### src/mtpm_pkg.sv
`default_nettype none

package mtpm_pkg;

    // Fixed field widths.
    localparam int NUM_NOTES     = 128;
    localparam int NOTE_W        = $clog2(NUM_NOTES);
    localparam int NUM_CHANNELS  = 16;
    localparam int CHAN_W        = 4;
    localparam int ACTION_W      = 2;
    localparam int SCALE_W       = 24;
    localparam int MAPDEG_W      = 8;
    localparam int BEND_W        = 22;
    localparam int PITCH_W       = 31;
    localparam int CFG_IDX_W     = 3;
    localparam int CFG_DATA_W    = 8;

    // Default table depths.
    localparam int SCALE_DEPTH_DEF = 128;
    localparam int MAP_DEPTH_DEF   = 128;

    // Entries in the queue between the front and the back.
    localparam int QUEUE_DEPTH = 2;

    // Pitch constants in cents, Q8.
    localparam int CENTS_PER_SEMI_Q8 = 25600;
    localparam int OCTAVE_Q8         = 307200;

    // Input actions.
    localparam logic [ACTION_W-1:0] ACT_SCALE_WR = 2'd0;
    localparam logic [ACTION_W-1:0] ACT_MAP_WR   = 2'd1;
    localparam logic [ACTION_W-1:0] ACT_TUNE     = 2'd2;
    localparam logic [ACTION_W-1:0] ACT_RELEASE  = 2'd3;

    // Configuration register indexes.
    localparam logic [CFG_IDX_W-1:0] CFG_REFERENCE_NOTE = 3'd0;
    localparam logic [CFG_IDX_W-1:0] CFG_FORCE_OCTAVE   = 3'd1;
    localparam logic [CFG_IDX_W-1:0] CFG_SCALE_LEN      = 3'd2;
    localparam logic [CFG_IDX_W-1:0] CFG_USE_MAPPING    = 3'd3;
    localparam logic [CFG_IDX_W-1:0] CFG_MAP_LEN        = 3'd4;

    // Kind of work the back part carries out for one queued beat.
    typedef enum logic [1:0] {
        K_SCALE_WR,
        K_MAP_WR,
        K_NOTE
    } t_kind;

    typedef struct packed {
        t_kind                     kind;
        logic                      apply;
        logic [CHAN_W-1:0]         channel;
        logic [NOTE_W-1:0]         note;
        logic signed [SCALE_W-1:0] wdata;
        logic signed [BEND_W-1:0]  bend;
    } t_qent;

endpackage

`default_nettype wire

### src/mtpm_queue.sv
`default_nettype none

module mtpm_queue (
    input  wire logic            i_clk,
    input  wire logic            i_rst_n,
    input  wire logic            i_push,
    input  wire mtpm_pkg::t_qent i_entry,
    output logic                 o_full,
    input  wire logic            i_pop,
    output mtpm_pkg::t_qent      o_entry,
    output logic                 o_empty
);

    localparam int PTR_W = (mtpm_pkg::QUEUE_DEPTH > 1) ? $clog2(mtpm_pkg::QUEUE_DEPTH) : 1;
    localparam int CNT_W = $clog2(mtpm_pkg::QUEUE_DEPTH + 1);

    mtpm_pkg::t_qent   r_mem [mtpm_pkg::QUEUE_DEPTH];
    logic [PTR_W-1:0]  r_wr_ptr;
    logic [PTR_W-1:0]  r_rd_ptr;
    logic [CNT_W-1:0]  r_count;

    function automatic logic [PTR_W-1:0] ptr_inc(input logic [PTR_W-1:0] p);
        logic [PTR_W-1:0] r;
        if (32'(p) == mtpm_pkg::QUEUE_DEPTH - 1) begin
            r = '0;
        end else begin
            r = p + PTR_W'(1);
        end
        return r;
    endfunction

    assign o_full  = (32'(r_count) == mtpm_pkg::QUEUE_DEPTH);
    assign o_empty = (r_count == '0);
    assign o_entry = r_mem[r_rd_ptr];

    always_ff @(posedge i_clk) begin
        if (i_push) begin
            r_mem[r_wr_ptr] <= i_entry;
        end
    end

    always_ff @(posedge i_clk) begin
        if (!i_rst_n) begin
            r_wr_ptr <= '0;
            r_rd_ptr <= '0;
            r_count  <= '0;
        end else begin
            if (i_push) begin
                r_wr_ptr <= ptr_inc(r_wr_ptr);
            end
            if (i_pop) begin
                r_rd_ptr <= ptr_inc(r_rd_ptr);
            end
            if (i_push && !i_pop) begin
                r_count <= r_count + CNT_W'(1);
            end else if (!i_push && i_pop) begin
                r_count <= r_count - CNT_W'(1);
            end
        end
    end

endmodule

`default_nettype wire

### config.mk
export PLATFORM = sky130hd
export DESIGN_NAME = mtpm_queue
export DESIGN_NICKNAME = d
export VERILOG_FILES = /design/src/mtpm_pkg.sv /design/src/mtpm_queue.sv
export SDC_FILE = /design/constraint.sdc
export NUM_CORES = 1
export LEC_CHECK = 0
export ABC_AREA = 0
export BUFFER_PORTS_ARGS = -buffer_cell sky130_fd_sc_hd__buf_4
export CAP_MARGIN = 20
export CORE_UTILIZATION = 45
export DETAILED_ROUTE_END_ITERATION = 12
export PLACE_DENSITY = 0.69
export REMOVE_ABC_BUFFERS = 1
export SLEW_MARGIN = 20
export SYNTH_ARGS = -nofsm -noshare
export SYNTH_HDL_FRONTEND = slang
export SYNTH_SLANG_ARGS = --single-unit
### constraint.sdc
create_clock -name i_clk -period 8.67 [get_ports i_clk]
set_clock_uncertainty 0.05 [all_clocks]
set_input_delay 0.867 -clock i_clk [delete_from_list [all_inputs] [get_ports i_clk]]
set_output_delay 0.867 -clock i_clk [all_outputs]
set_load 0.005 [all_outputs]
==> results.yml <==
setup_path:
  crit_chain: "buf_4 > mux2_2 > buf_4"
  cp-start-kind: "flip-flop"
  crit_path_frequent_cell: "buf_4"
  cp_max_fo: 39
  required_ns: 7.75
  arrival_ns: 2.30
  slowest_stage: "dfxtp_2"
  crit_buf_inv: 2
  crit_type: "flip-flop to output port"
  slowest_delay_ns: 0.66
  end_kind: "output port"
  critical-path-top-delay-family: "buffers and inverters"
clock_network:
  cts_resized: 0
  ctsHtreeMaxLevel: 4
  cts_buffers: 17
  clk_transition_reported_paths_ns: 0.05
  insertion_delay_ns: 0.51
  cts_setup_buffers: 0
  cts_root_buf: "clkbuf_8"
  cts_tree: "done"
  cts_hold_buffers: 0
  clock_path_buffers: 2
  cts.sinks: 125
synth:
  synth.area.top_cells: "edfxtp_1, mux2_2, dfxtp_1"
  netlist_top_cells_count: "edfxtp_1, mux2_2, buf_4"
  synth_area_sq_mm: 0.004548
  yosysWarningCount: 0
  synthXorXnorAreaFrac: 0.005777
  synth_area_leader_cell: "edfxtp_1"
  synthDistinctLibCells: 17
  synth.most_common_cell: "edfxtp_1"
  muxShareOfSynthArea: 0.1486
  ys_seq_elements: 125
  yosys.area_share.simple: 0.01238
  avgSynthCellArea_sq_um: 21.76
  synth_top_cell_area_share: 0.7923
  synth-edff-count: 120
  synthAdderAreaFrac: 0.002751
  ys.flop_type: "edfxtp_1"
  synthArstFlopShare: 0
  synth_compound_area_frac: 0.004402
  netlist_instances: 209
  yosysSeqAreaShare: 0.8143
  synth_top_family_by_area: "multiplexers"
drt:
  ant_nets: 0
  wl_per_cell_um: 15.94
  drc: 0
  via_per_inst: 4.729
  vias: 2341
  first_iter_violations: 91
  firstDrtPassIters: 4
  routed_wl_um: 7891
timing:
  timing.slew.headroom: 0.4772
  setup_violations: 0
  fin_setup_tns_ns: 0
  period_share: 0.3708
  hold_viol_final: 0
  period_needed_ns: 3.215
  worst_hold_slack_ns: 0.4600
  max_freq_mhz: 311.0
  rsz0062_at_grt: "false"
  maxSlewViolCount: 0
  worst_pin_slew_ns: 0.7825
placed_design:
  gp_congestion: 0.6827
  dp_hpwl_um: 4983
  dp_cells: 463
  io_buffers: 125
  placed_area_sq_mm: 0.005635
cells_and_area:
  num_antenna_cells: 0
  area_delta_synth_final_pct: 38.05
  final_nets: 414
  instances_no_fill: 495
  drive_above_1_share: 0.6160
  utilization: 0.6423
  final_cell_area_sq_mm: 0.006279
global_routing:
  overflow: 0
  grt_pass1_vias: 2406
  grt_pass1_wl_um: 11450
  gr-usage-all-layers: 0.1561
  grt_max_degree: 40
  antenna_found_initial: 0
floorplan:
  coreArea_sq_mm: 0.009774
  start_util: 0.4653
  std_cell_rows: 36
  io_pins: 126
  die-area_sq_mm: 0.01051
  chipHeight_um: 102.5
  die_width_um: 102.5
job:
  cap_viol_max_count: 0
pwr:
  peakVddDrop_v: 0.0001181
  p_leak_nw: 2.378
  power_density_mw_per_mm2: 254.4
worst_hold_path:
  worstHoldPathType: "flip-flop to flip-flop"
run_status:
  status: "completed"
==> final timing paths <==
check,start,end,slack (ns),cells past startpoint
setup / recovery,flip-flop,o_entry[28],5.46,3
hold / removal,r_count[1]$_SDFFE_PN0P_,r_count[1]$_SDFFE_PN0P_,0.46,2
hold reg to reg,r_count[1]$_SDFFE_PN0P_,r_count[1]$_SDFFE_PN0P_,0.46,2
setup reg to reg,r_wr_ptr$_SDFFE_PN0P_,r_mem[1][21]$_DFFE_PP_,6.66,2
==> cells by family (layout without fill, tap and decap cells) <==
family	Yosys count	in the layout
xor+xnor	3	3
compound gates	3	3
buf+inv	8	161
mux	60	60
fa+ha+maj	1	1
simple gates	9	9
flops	125	125
==> area by class of cell <==
type,count,area [sq um]
multi-input cells,76,799.5
fillers,719,3496
clock inverters,9,156.4
well taps,133,166.4
clock buffers,23,486.7
repair buffers,128,960.9
inverters,1,3.754
flip-flops and latches,125,3705
==> worst min-delay path, cell delays in order (launching register included) <==
cell and delay [ns]:
dfxtp_1 0.33, o21ai_0 0.08, a21boi_1 0.06
==> state kept, by name, indices dropped and copies added (netlist names), named ones only <==
| name | flops |
|---|---|
| r_wr_ptr | 1 |
| r_count | 2 |
| r_mem | 120 |
| r_rd_ptr | 1 |
==> cells in the final DEF (no fill, tap or decap), drive strengths merged <==
cell type / n
or3: 1
inv: 1
clkinv: 2
dfxtp: 5
buf: 128
nor2b: 2
clkinvlp: 3
mux2: 60
clkbuf: 23
xor2: 2
and2: 4
o21a: 1
o21ai: 1
bufinv: 4
ha: 1
xnor2: 1
edfxtp: 120
and2b: 1
nor2: 1
a21boi: 1
==> power by group <==
group	switching (mW)	internal, mW	total, mW
logic	0.0550	0.0868	0.142
registers	0.0121	0.698	0.710
clock network	0.240	0.505	0.745
==> through the flow <==
stage	total power, mW	worst slack [ns]
final	1.598	5.455
after global placement	0.8638	5.942
after CTS	1.616	5.395
after global routing	1.652	5.314
after floorplan	0.7820	4.592
after detailed placement	0.8668	5.949
==> metal layers <==
layer  track usage  share of wire  wire length, um  up-vias
met2        0.2579           0.52             4073       85
li1              -              -                -     1109
met4       0.07582          0.017              136        0
met1        0.1703           0.40             3121     1132
met3       0.07186          0.071              559       15
met5             0              0                0        -
Note: power is estimated with default switching activity, not from simulation.
