===== src/mtpm_pkg.sv =====
`default_nettype none

package mtpm_pkg;

    // Fixed field widths.
    localparam int NUM_NOTES     = 128;
    localparam int NOTE_W        = $clog2(NUM_NOTES);
    localparam int NUM_CHANNELS  = 16;
    localparam int CHAN_W        = 4;
    localparam int ACTION_W      = 2;
    localparam int SCALE_W       = 24;
    localparam int MAPDEG_W      = 8;
    localparam int BEND_W        = 22;
    localparam int PITCH_W       = 31;
    localparam int CFG_IDX_W     = 3;
    localparam int CFG_DATA_W    = 8;

    // Default table depths.
    localparam int SCALE_DEPTH_DEF = 128;
    localparam int MAP_DEPTH_DEF   = 128;

    // Entries in the queue between the front and the back.
    localparam int QUEUE_DEPTH = 2;

    // Pitch constants in cents, Q8.
    localparam int CENTS_PER_SEMI_Q8 = 25600;
    localparam int OCTAVE_Q8         = 307200;

    // Input actions.
    localparam logic [ACTION_W-1:0] ACT_SCALE_WR = 2'd0;
    localparam logic [ACTION_W-1:0] ACT_MAP_WR   = 2'd1;
    localparam logic [ACTION_W-1:0] ACT_TUNE     = 2'd2;
    localparam logic [ACTION_W-1:0] ACT_RELEASE  = 2'd3;

    // Configuration register indexes.
    localparam logic [CFG_IDX_W-1:0] CFG_REFERENCE_NOTE = 3'd0;
    localparam logic [CFG_IDX_W-1:0] CFG_FORCE_OCTAVE   = 3'd1;
    localparam logic [CFG_IDX_W-1:0] CFG_SCALE_LEN      = 3'd2;
    localparam logic [CFG_IDX_W-1:0] CFG_USE_MAPPING    = 3'd3;
    localparam logic [CFG_IDX_W-1:0] CFG_MAP_LEN        = 3'd4;

    // Kind of work the back part carries out for one queued beat.
    typedef enum logic [1:0] {
        K_SCALE_WR,
        K_MAP_WR,
        K_NOTE
    } t_kind;

    typedef struct packed {
        t_kind                     kind;
        logic                      apply;
        logic [CHAN_W-1:0]         channel;
        logic [NOTE_W-1:0]         note;
        logic signed [SCALE_W-1:0] wdata;
        logic signed [BEND_W-1:0]  bend;
    } t_qent;

endpackage

`default_nettype wire


===== src/mtpm_front.sv =====
`default_nettype none

module mtpm_front #(
    parameter int SCALE_DEPTH = mtpm_pkg::SCALE_DEPTH_DEF,
    parameter int MAP_DEPTH   = mtpm_pkg::MAP_DEPTH_DEF
) (
    input  wire logic                                  i_valid,
    output logic                                       o_stall,
    input  wire logic [mtpm_pkg::ACTION_W-1:0]         i_action,
    input  wire logic [mtpm_pkg::CHAN_W-1:0]           i_channel,
    input  wire logic [mtpm_pkg::NOTE_W-1:0]           i_note,
    input  wire logic signed [mtpm_pkg::SCALE_W-1:0]   i_scale_cents,
    input  wire logic signed [mtpm_pkg::MAPDEG_W-1:0]  i_map_degree,
    input  wire logic signed [mtpm_pkg::BEND_W-1:0]    i_bend_cents,
    input  wire logic                                  i_q_full,
    output logic                                       o_push,
    output mtpm_pkg::t_qent                            o_entry
);

    logic keep;

    // Beats that would change nothing (writes past a table, notes on a
    // channel that is not served) are taken and dropped here.
    always_comb begin
        keep            = 1'b0;
        o_entry.kind    = mtpm_pkg::K_NOTE;
        o_entry.apply   = (i_action == mtpm_pkg::ACT_TUNE);
        o_entry.channel = i_channel;
        o_entry.note    = i_note;
        o_entry.wdata   = i_scale_cents;
        o_entry.bend    = i_bend_cents;
        case (i_action)
            mtpm_pkg::ACT_SCALE_WR: begin
                o_entry.kind = mtpm_pkg::K_SCALE_WR;
                keep         = (32'(i_note) < 32'(SCALE_DEPTH));
            end
            mtpm_pkg::ACT_MAP_WR: begin
                o_entry.kind  = mtpm_pkg::K_MAP_WR;
                o_entry.wdata = mtpm_pkg::SCALE_W'(i_map_degree);
                keep          = (32'(i_note) < 32'(MAP_DEPTH));
            end
            mtpm_pkg::ACT_TUNE, mtpm_pkg::ACT_RELEASE: begin
                keep = (32'(i_channel) < 32'(mtpm_pkg::NUM_CHANNELS));
            end
            default: begin
                keep = 1'b0;
            end
        endcase
    end

    assign o_stall = i_q_full;
    assign o_push  = i_valid && !i_q_full && keep;

endmodule

`default_nettype wire


===== config.mk =====
export PLATFORM = sky130hd
export DESIGN_NAME = mtpm_front
export DESIGN_NICKNAME = d
export VERILOG_FILES = /design/src/mtpm_pkg.sv /design/src/mtpm_front.sv
export SDC_FILE = /design/constraint.sdc
export NUM_CORES = 1
export LEC_CHECK = 0
export ABC_AREA = 1
export ABC_CLOCK_PERIOD_IN_PS = 800
export BUFFER_PORTS_ARGS = -buffer_cell sky130_fd_sc_hd__buf_4
export CORE_MARGIN = 2
export CORE_UTILIZATION = 22
export DETAILED_ROUTE_END_ITERATION = 6
export PLACE_DENSITY = 0.8
export SYNTH_ARGS = -nofsm -noshare
export SYNTH_HDL_FRONTEND = slang
export SYNTH_SLANG_ARGS = --single-unit

===== constraint.sdc =====
create_clock -name vclk -period 0.8
set_clock_uncertainty 0.2 [all_clocks]
set_input_delay 0.12 -clock vclk [all_inputs]
set_output_delay 0.12 -clock vclk [all_outputs]
set_load 0.01 [all_outputs]

==> results of run 1 <==
cells by family after synthesis:
group,count (synthesis)
buffers and inverters,42
AND/OR/NAND/NOR,59
metal layers:
layer | vias up | share of wire, %
li1 | 352 | -
met1 | 318 | 34
met2 | 47 | 54
met3 | 8 | 9.4
met4 | 0 | 1.9
met5 | - | 0
power breakdown:
group          internal [mW]  switching (mW)
clock network              0               0
registers                  0               0
logic                  0.472           0.355
final cells by class:
cell class	count	area [um2]	area share [%]
inverter	3	18.8	1.42
tap	30	37.5	2.84
timing repair buffer	73	721	54.6
multi-input combinational	62	543	41.1
worst max-delay path, cell delays in order:
cell	delay [ns]
buf_8	0.10
inv_8	0.05
buf_12	0.14
nand2_8	0.09
nand2_1	0.08
nand2_2	0.04
buf_4	0.13
synth_stat cells:
cell type	number	share of area [%]
buf_4	34	43
nand2_2	6	6.3
buf_12	1	3.4
clkbuf_1	1	0.63
nand2_4	1	1.9
nand3_1	7	5.9
nand2_1	42	27
inv_1	2	1.3
buf_6	3	5.7
nor2_1	2	1.3
inv_4	1	1.1
nand3_4	1	3.0
placed cells by master, fill, tap and decap left out:
cell | synthesis | layout
inv_8 | 0 | 1
buf_16 | 0 | 2
inv_2 | 0 | 1
buf_12 | 1 | 4
nand2_8 | 0 | 4
buf_8 | 0 | 1
inv_1 | 2 | 1
nand2_2 | 6 | 34
buf_6 | 3 | 20
nand2_4 | 1 | 13
nand3_2 | 0 | 7
nand3_4 | 1 | 1
buf_4 | 34 | 46
nand2_1 | 42 | 1
nor2_2 | 0 | 2
repair_timing:
action	CTS	global route
endpoints found under the setup margin	26	27
resized for setup	48	17
gates cloned	4	0
setup buffers	4	0
pin swaps	12	17
path summary, 6_finish.rpt:
check / startpoint / to / slack [ns] / cells past startpoint
worst max-delay path: i_action[1] / o_entry[34] / -0.29 / 7
worst min-delay path: i_bend_cents[14] / o_entry[14] / 0.04 / 0
stage by stage:
stage / hold slack [ns] / instances
floorplan: 0.0875 / 101
global placement: 0.0401 / 161
detailed placement: 0.0401 / 161
CTS: 0.0401 / 168
global route: 0.0400 / 168
finish: 0.0400 / 168
==> results by group, run 1 <==
Status
  – Outcome: finished with violations
  – Failing checks: setup timing

Timing
  – Rel. slew slack: 91.0%
  – Worst-margin pin slew: 0.135 ns
  – Period Utilization, post-route: 136%
  – Setup violators final: 26
  – Setup WS post-layout: -0.288 ns
  – Endpoints failing hold: 0
  – Post-layout min period: 1.09 ns
  – Max Fclk: 919 MHz
  – Setup TNS: -6.62 ns
  – RSZ-0062 raised after global routing: yes
  – Final slew viol count: 0

Detailed routing
  – First-pass DRT Iterations: 2
  – Vias per cell: 4.32
  – Vias: 725
  – Routed Antenna Nets: 0
  – DR DRC count: 0
  – Avg WL per Cell: 12.7 um
  – Initial DRC count: 10
  – Final WL: 2130 um

Clocking
  – Hold-fix buffers, CTS: 0

Power
  – Tot Pwr: 0.827 mW
  – Power per cell area: 626 nW/um2
  – Leakage power: 0.686 nW
  – Worst vdd ir: 0.000365 V

Yosys
  – Yosys warning total: 0
  – Sequential fraction of the synthesis area: 0%
  – Synthesized instance count: 101
  – Yosys cell types: 12
  – Multiplexer area fraction after synthesis: 0%
  – Synthesized Nets: 170
  – Synth Area in Compound Gates: 0%
  – Synthesized area: 593 um2
  – Post-Synth Adder-Cell Area: 0%
  – Simple-gate portion of the synthesized area: 44.9%
  – Syn avg cell area: 5.87 um2
  – Largest family of logic cells by synthesized area: buffers and inverters
  – Xor/xnor share of the synthesized area: 0%

Place
  – Count of input and output buffers: 65
  – Global placement routability congestion: 0.625
  – Dpl hpwl: 1320 um
  – Setup WS pre-CTS: -0.314 ns
  – Placed Area: 962 um2

GRT
  – Global-route usage over all layers: 13.1%
  – Met2 usage: 25.0%
  – Most crowded layer after global routing: met2
  – Initial antenna violation count: 0
  – Vias in the first global route: 702
  – Grt total ovfl: 0
  – Global-route wire length before repair: 3380 um
  – Largest net degree at the start of global routing: 10
  – GR Layer Usage met1: 15.0%
  – M3 GR Usage: 2.79%

Floorplanning
  – Die ar.: 3130 um2
  – # IOs: 131
  – Initial Util: 23.5%
  – Die Wd: 55.9 um
  – Area of the core: 2520 um2
  – Die height: 55.9 um
  – FP Rows: 18

Final layout
  – Antenna fix cells: 0
  – Clock buf count: 0
  – Syn-to-layout area delta: 123%
  – Fillers: 233
  – Layout cells sized above 1: 98.6%
  – Register area: 0 um2
  – Nets: 209
  – Final Cell Area: 1320 um2
  – Seq_cells: 0
  – Final design utilization: 52.3%

Critical path
  – WS Path Type: input pin to output port
  – CP Max Fanout: 7
  – Startpoint Class: input pin
  – WP data arrival: 0.77 ns
  – Endpoint class of the critical path: output port
  – Req. time, crit path: 0.48 ns

Hold path
  – Min-Delay Path Class: input pin to output port

Job
  – Maximum capacitance violations: 0
Power figures use the tool's default switching activity.
==> run 2: changes to the inputs <==
--- a/config.mk
+++ b/config.mk
@@ -13,2 +13,3 @@
 export DETAILED_ROUTE_END_ITERATION = 6
+export GPL_TIMING_DRIVEN = 0
 export PLACE_DENSITY = 0.8
==> constraint.sdc (replaced) <==
create_clock -name vclk -period 0.8
set_clock_uncertainty 0.2 [all_clocks]
set_input_delay 0.04 -clock vclk [all_inputs]
set_output_delay 0.04 -clock vclk [all_outputs]
set_load 0.01 [all_outputs]
==> results by group, run 2 (synthesis results as in run 1) <==
Status
  – Outcome: finished with violations
  – Failing checks: setup timing

Floorplanning
  – Area of the core: 2520 um2
  – Die Wd: 55.9 um
  – # IOs: 131
  – Initial Util: 23.5%
  – Die height: 55.9 um
  – Die ar.: 3130 um2
  – FP Rows: 18

GRT
  – Global-route usage over all layers: 15.9%
  – Vias in the first global route: 991
  – Largest net degree at the start of global routing: 11
  – Initial antenna violation count: 0
  – Global-route wire length before repair: 4130 um
  – Grt total ovfl: 0

Final layout
  – Clock buf count: 0
  – Most frequent cells in the layout: buf_4, nand2_2, buf_6
  – Seq_cells: 0
  – Non-filler cells, final: 235
  – Fillers: 229
  – Antenna fix cells: 0
  – Commonest non-fill, non-tap cell in the layout: buf_4
  – Final Cell Area: 1740 um2
  – Multi-input gate area in the final layout: 430 um2
  – Layout cells sized above 1: 92.2%
  – Nets: 276
  – Register area: 0 um2
  – Syn-to-layout area delta: 193%

Power
  – Tot Pwr: 1.10 mW
  – Power per cell area: 634 nW/um2
  – Worst vdd ir: 0.000399 V
  – Leakage power: 0.999 nW

Clocking
  – Hold-fix buffers, CTS: 0

Critical path
  – Endpoint class of the critical path: output port
  – Req. time, crit path: 0.56 ns
  – CP max-delay cell: buf_16
  – Startpoint Class: input pin
  – Crit-path cells: buf_8, inv_8, nand2_8, buf_16, nand2_2, nand2_2, buf_6
  – Worst path max stage delay: 0.15 ns
  – WS Path Type: input pin to output port
  – WP data arrival: 0.67 ns
  – Critical Path Most Common Cell: nand2_2
  – CP Max Fanout: 6
  – CP bufs+invs: 4
  – CP top delay family: buffers and inverters

Place
  – Dpl hpwl: 2000 um
  – Setup WS pre-CTS: -0.229 ns
  – Global placement routability congestion: 0.677
  – Dpl cells: 228
  – Count of input and output buffers: 97
  – Placed Area: 1360 um2

Timing
  – Final slew viol count: 0
  – Endpoints failing hold: 0
  – Rel. slew slack: 92.2%
  – Post-layout min period: 0.911 ns
  – Worst-margin pin slew: 0.117 ns
  – RSZ-0062 raised after global routing: yes
  – Setup violators final: 25
  – Period Utilization, post-route: 114%
  – Setup WS post-layout: -0.111 ns
  – Max Fclk: 1100 MHz

Detailed routing
  – Initial DRC count: 8
  – Final WL: 2860 um
  – Avg WL per Cell: 12.2 um
  – Vias: 992
  – Routed Antenna Nets: 0
  – DR DRC count: 0
  – First-pass DRT Iterations: 4
  – Vias per cell: 4.22

Job
  – Maximum capacitance violations: 0

Hold path
  – Min-Delay Path Class: input pin to output port
  – Hold Path Stages: 2
  – Hold Startpoint: i_channel[2]
  – Hold Path End: o_entry[55]
[run 2: changes by cell type in the layout (fill, tap and decap cells not counted), moves of 2 or more]
cell,before,now
nor2_1,0,2
nand3_1,0,7
buf_6,20,29
nand2_1,1,4
nand3_2,7,0
nand2_8,4,1
nor2_2,2,0
buf_4,46,107
nand2_2,34,32
[run 2: cell type report]
type	instances	area share (%)
Timing Repair Buffer	104	53.3
Multi-Input combinational cell	59	24.8
Tap cell	30	2.16
Buffer	39	18.7
Inverter	3	1.08
[run 2: worst max path at each step]
stage / from / endpoint / slack (ns) / cells past startpoint
floorplan: i_action[0] / o_entry[30] / 0.03 / 5
global placement: i_action[1] / o_entry[42] / -0.23 / 7
detailed placement: i_action[1] / o_entry[42] / -0.23 / 7
CTS: i_action[1] / o_entry[42] / -0.09 / 7
global route: i_action[1] / o_entry[39] / -0.15 / 7
finish: i_action[1] / o_entry[27] / -0.11 / 7
[run 2: what timing repair did]
action,CTS,global route
resized for setup,72,17
cloned,3,0
buffers inserted,4,0
pin swaps,7,6
endpoints found under the setup margin,25,26
[run 2: metal layers]
metal / part of all wire (%) / track usage, % / vias up
met5: 0 / 0 / -
met4: 0.49 / 1.02 / 0
met3: 11 / 3.72 / 2
met2: 60 / 35.5 / 64
met1: 28 / 14.6 / 442
li1: - / - / 484
[run 2: power breakdown]
group          switching (mW)  internal (mW)  leakage [nW]
registers                   0              0             0
logic                   0.429          0.673         0.999
clock network               0              0             0
[run 2: through the flow]
step                TNS [ns]  hold slack [ns]  utilization (%)
finish                 -2.36           0.0559             68.9
global route           -3.10           0.0593             68.9
CTS                    -2.08           0.0570             66.7
detailed placement     -4.53           0.0570             53.9
global placement       -4.56           0.0565             53.9
floorplan                  0          -0.0725                -
==> run 3: changes to the inputs <==
ABC_AREA = 0   (was 1)
CORE_UTILIZATION = 21   (was 22)
PLACE_DENSITY = 0.79   (was 0.8)
SLEW_MARGIN = 10   (was unset)
==> results by group, run 3 <==
Yosys
  – Synthesized Nets: 138
  – Sequential fraction of the synthesis area: 0%
  – Share of the synthesized area in the top cell type: 45.4%
  – Most frequent cells after synthesis: buf_4, a21o_1, mux2_2
  – Syn avg cell area: 8.14 um2
  – Most common cell in the netlist: buf_4
  – Area contributors post-synth: buf_4, a21o_1, mux2_2
  – Synthesized area: 562 um2
  – Synthesized instance count: 69
  – Leading area contributor after synthesis: buf_4
  – Yosys warning total: 0
  – Yosys cell types: 12

Detailed routing
  – Avg WL per Cell: 11.6 um
  – Vias per cell: 4.09
  – Vias: 835
  – Routed Antenna Nets: 0
  – DR DRC count: 0
  – Final WL: 2370 um
  – Initial DRC count: 5
  – First-pass DRT Iterations: 2

Timing
  – Post-layout min period: 1.12 ns
  – Final slew viol count: 0
  – RSZ-0062 raised after global routing: yes
  – Worst-margin pin slew: 0.139 ns
  – Hold WS: 0.0559 ns
  – Max Fclk: 891 MHz
  – Rel. slew slack: 90.8%
  – Setup violators final: 25
  – Setup TNS: -6.73 ns
  – Endpoints failing hold: 0
  – Period Utilization, post-route: 140%
  – Setup WS post-layout: -0.323 ns

Power
  – Sw frac: 33.1%
  – Leakage power: 0.951 nW
  – Clock power frac: 0%
  – Reg power frac: 0%
  – NetSw: 0.321 mW
  – Cell Int Power: 0.647 mW
  – Logic gate share of total power: 100.0%
  – Worst vdd ir: 0.000382 V
  – Tot Pwr: 0.968 mW
  – Power per cell area: 630 nW/um2

Floorplanning
  – # IOs: 131
  – FP Rows: 18
  – Die ar.: 3100 um2
  – Area of the core: 2500 um2
  – Die height: 55.7 um
  – Die Wd: 55.7 um
  – Initial Util: 22.5%

Critical path
  – Worst setup path startpoint: i_action[1]
  – Req. time, crit path: 0.56 ns
  – CP endpoint: o_entry[27]
  – Startpoint Class: input pin
  – WP data arrival: 0.88 ns
  – Endpoint class of the critical path: output port
  – WS Path Type: input pin to output port
  – CP Max Fanout: 7

Final layout
  – Final Cell Area: 1540 um2
  – Register area: 0 um2
  – Nets: 245
  – Syn-to-layout area delta: 173%
  – Seq_cells: 0
  – Commonest non-fill, non-tap cell in the layout: buf_4
  – Antenna fix cells: 0
  – Fillers: 221
  – Multi-input gate area in the final layout: 258 um2
  – Layout cells sized above 1: 88.5%
  – Non-filler cells, final: 204
  – Clock buf count: 0
  – Most frequent cells in the layout: buf_4, buf_6, a21o_1

GRT
  – Largest net degree at the start of global routing: 8
  – Initial antenna violation count: 0
  – Grt total ovfl: 0
  – Global-route wire length before repair: 3500 um
  – Global-route usage over all layers: 13.3%
  – Vias in the first global route: 823

Place
  – Placed Area: 1340 um2
  – Global placement routability congestion: 0.685
  – Dpl cells: 197
  – Dpl hpwl: 1850 um
  – Count of input and output buffers: 98

Clocking
  – Hold-fix buffers, CTS: 0

Status
  – Outcome: finished with violations
  – Failing checks: setup timing

Hold path
  – Min-Delay Path Class: input pin to output port
  – Hold Path Stages: 2

Job
  – Maximum capacitance violations: 0
-- run 3: cell count changes in the layout (fill, tap and decap cells not counted), sizes merged, moves of 2 or more --
cell   delta
nand3     -8
nor2      -2
mux2      +7
inv       -2
buf       +3
nand2    -49
a21o     +17
-- run 3: cell type report --
cell class                 instances  share of cell area (%)
multi-input combinational         28                    16.8
tap                               30                    2.44
buffer                            39                    20.1
timing repair buffer             106                    60.4
inverter                           1                   0.244
-- run 3: kinds of logic after synthesis --
group / count (synthesis) / share of synthesized area [%]
AO/OA/AOI/OAI: 17 / 22.7
buffers and inverters: 41 / 55.5
multiplexers: 7 / 15.4
AND/OR/NAND/NOR: 4 / 6.46
-- run 3: worst min-delay path by stage --
stage,start,to,slack [ns]
CTS,i_note[3],o_entry[49],0.06
global route,i_note[3],o_entry[49],0.06
finish,i_note[3],o_entry[49],0.06
global placement,i_bend_cents[10],o_entry[10],0.06
floorplan,i_q_full,o_push,-0.07
detailed placement,i_note[3],o_entry[49],0.06
-- run 3: layer usage --
metal  up-vias  GRT usage (%)  part of all wire (%)
met5         -              0                     0
met4         0           3.83                   3.6
li1        401              -                     -
met1       353           11.8                    27
met3         8           2.33                    11
met2        73           29.1                    58
-- run 3: power by group through the flow --
stage          Clock (mW)  Combinational (mW)  Sequential [mW]
2_1_floorplan           0               0.392                0
3_3_place_gp            0               0.824                0
3_5_place_dp            0               0.837                0
4_1_cts                 0               0.972                0
5_1_grt                 0                1.02                0
6_report                0               0.968                0
-- run 3: what timing repair did --
item / in CTS / in global routing
resized for setup: 34 / 6
gates cloned: 3 / 0
setup endpoints to repair: 25 / 25
pin swaps: 8 / 3
buffers inserted: 6 / 0
-- run 3: through the flow --
| step | setup WS, ns | util [%] |
|---|---|---|
| after floorplan | -0.152 | - |
| after global placement | -0.423 | 53.7 |
| after detailed placement | -0.421 | 53.7 |
| after CTS | -0.323 | 61.8 |
| after global routing | -0.346 | 61.5 |
| final | -0.323 | 61.5 |
-- run 3: worst max-delay path: stages --
cell	delay [ns]
buf_6	0.09
nand2b_4	0.18
buf_8	0.15
mux2_4	0.29
buf_6	0.12
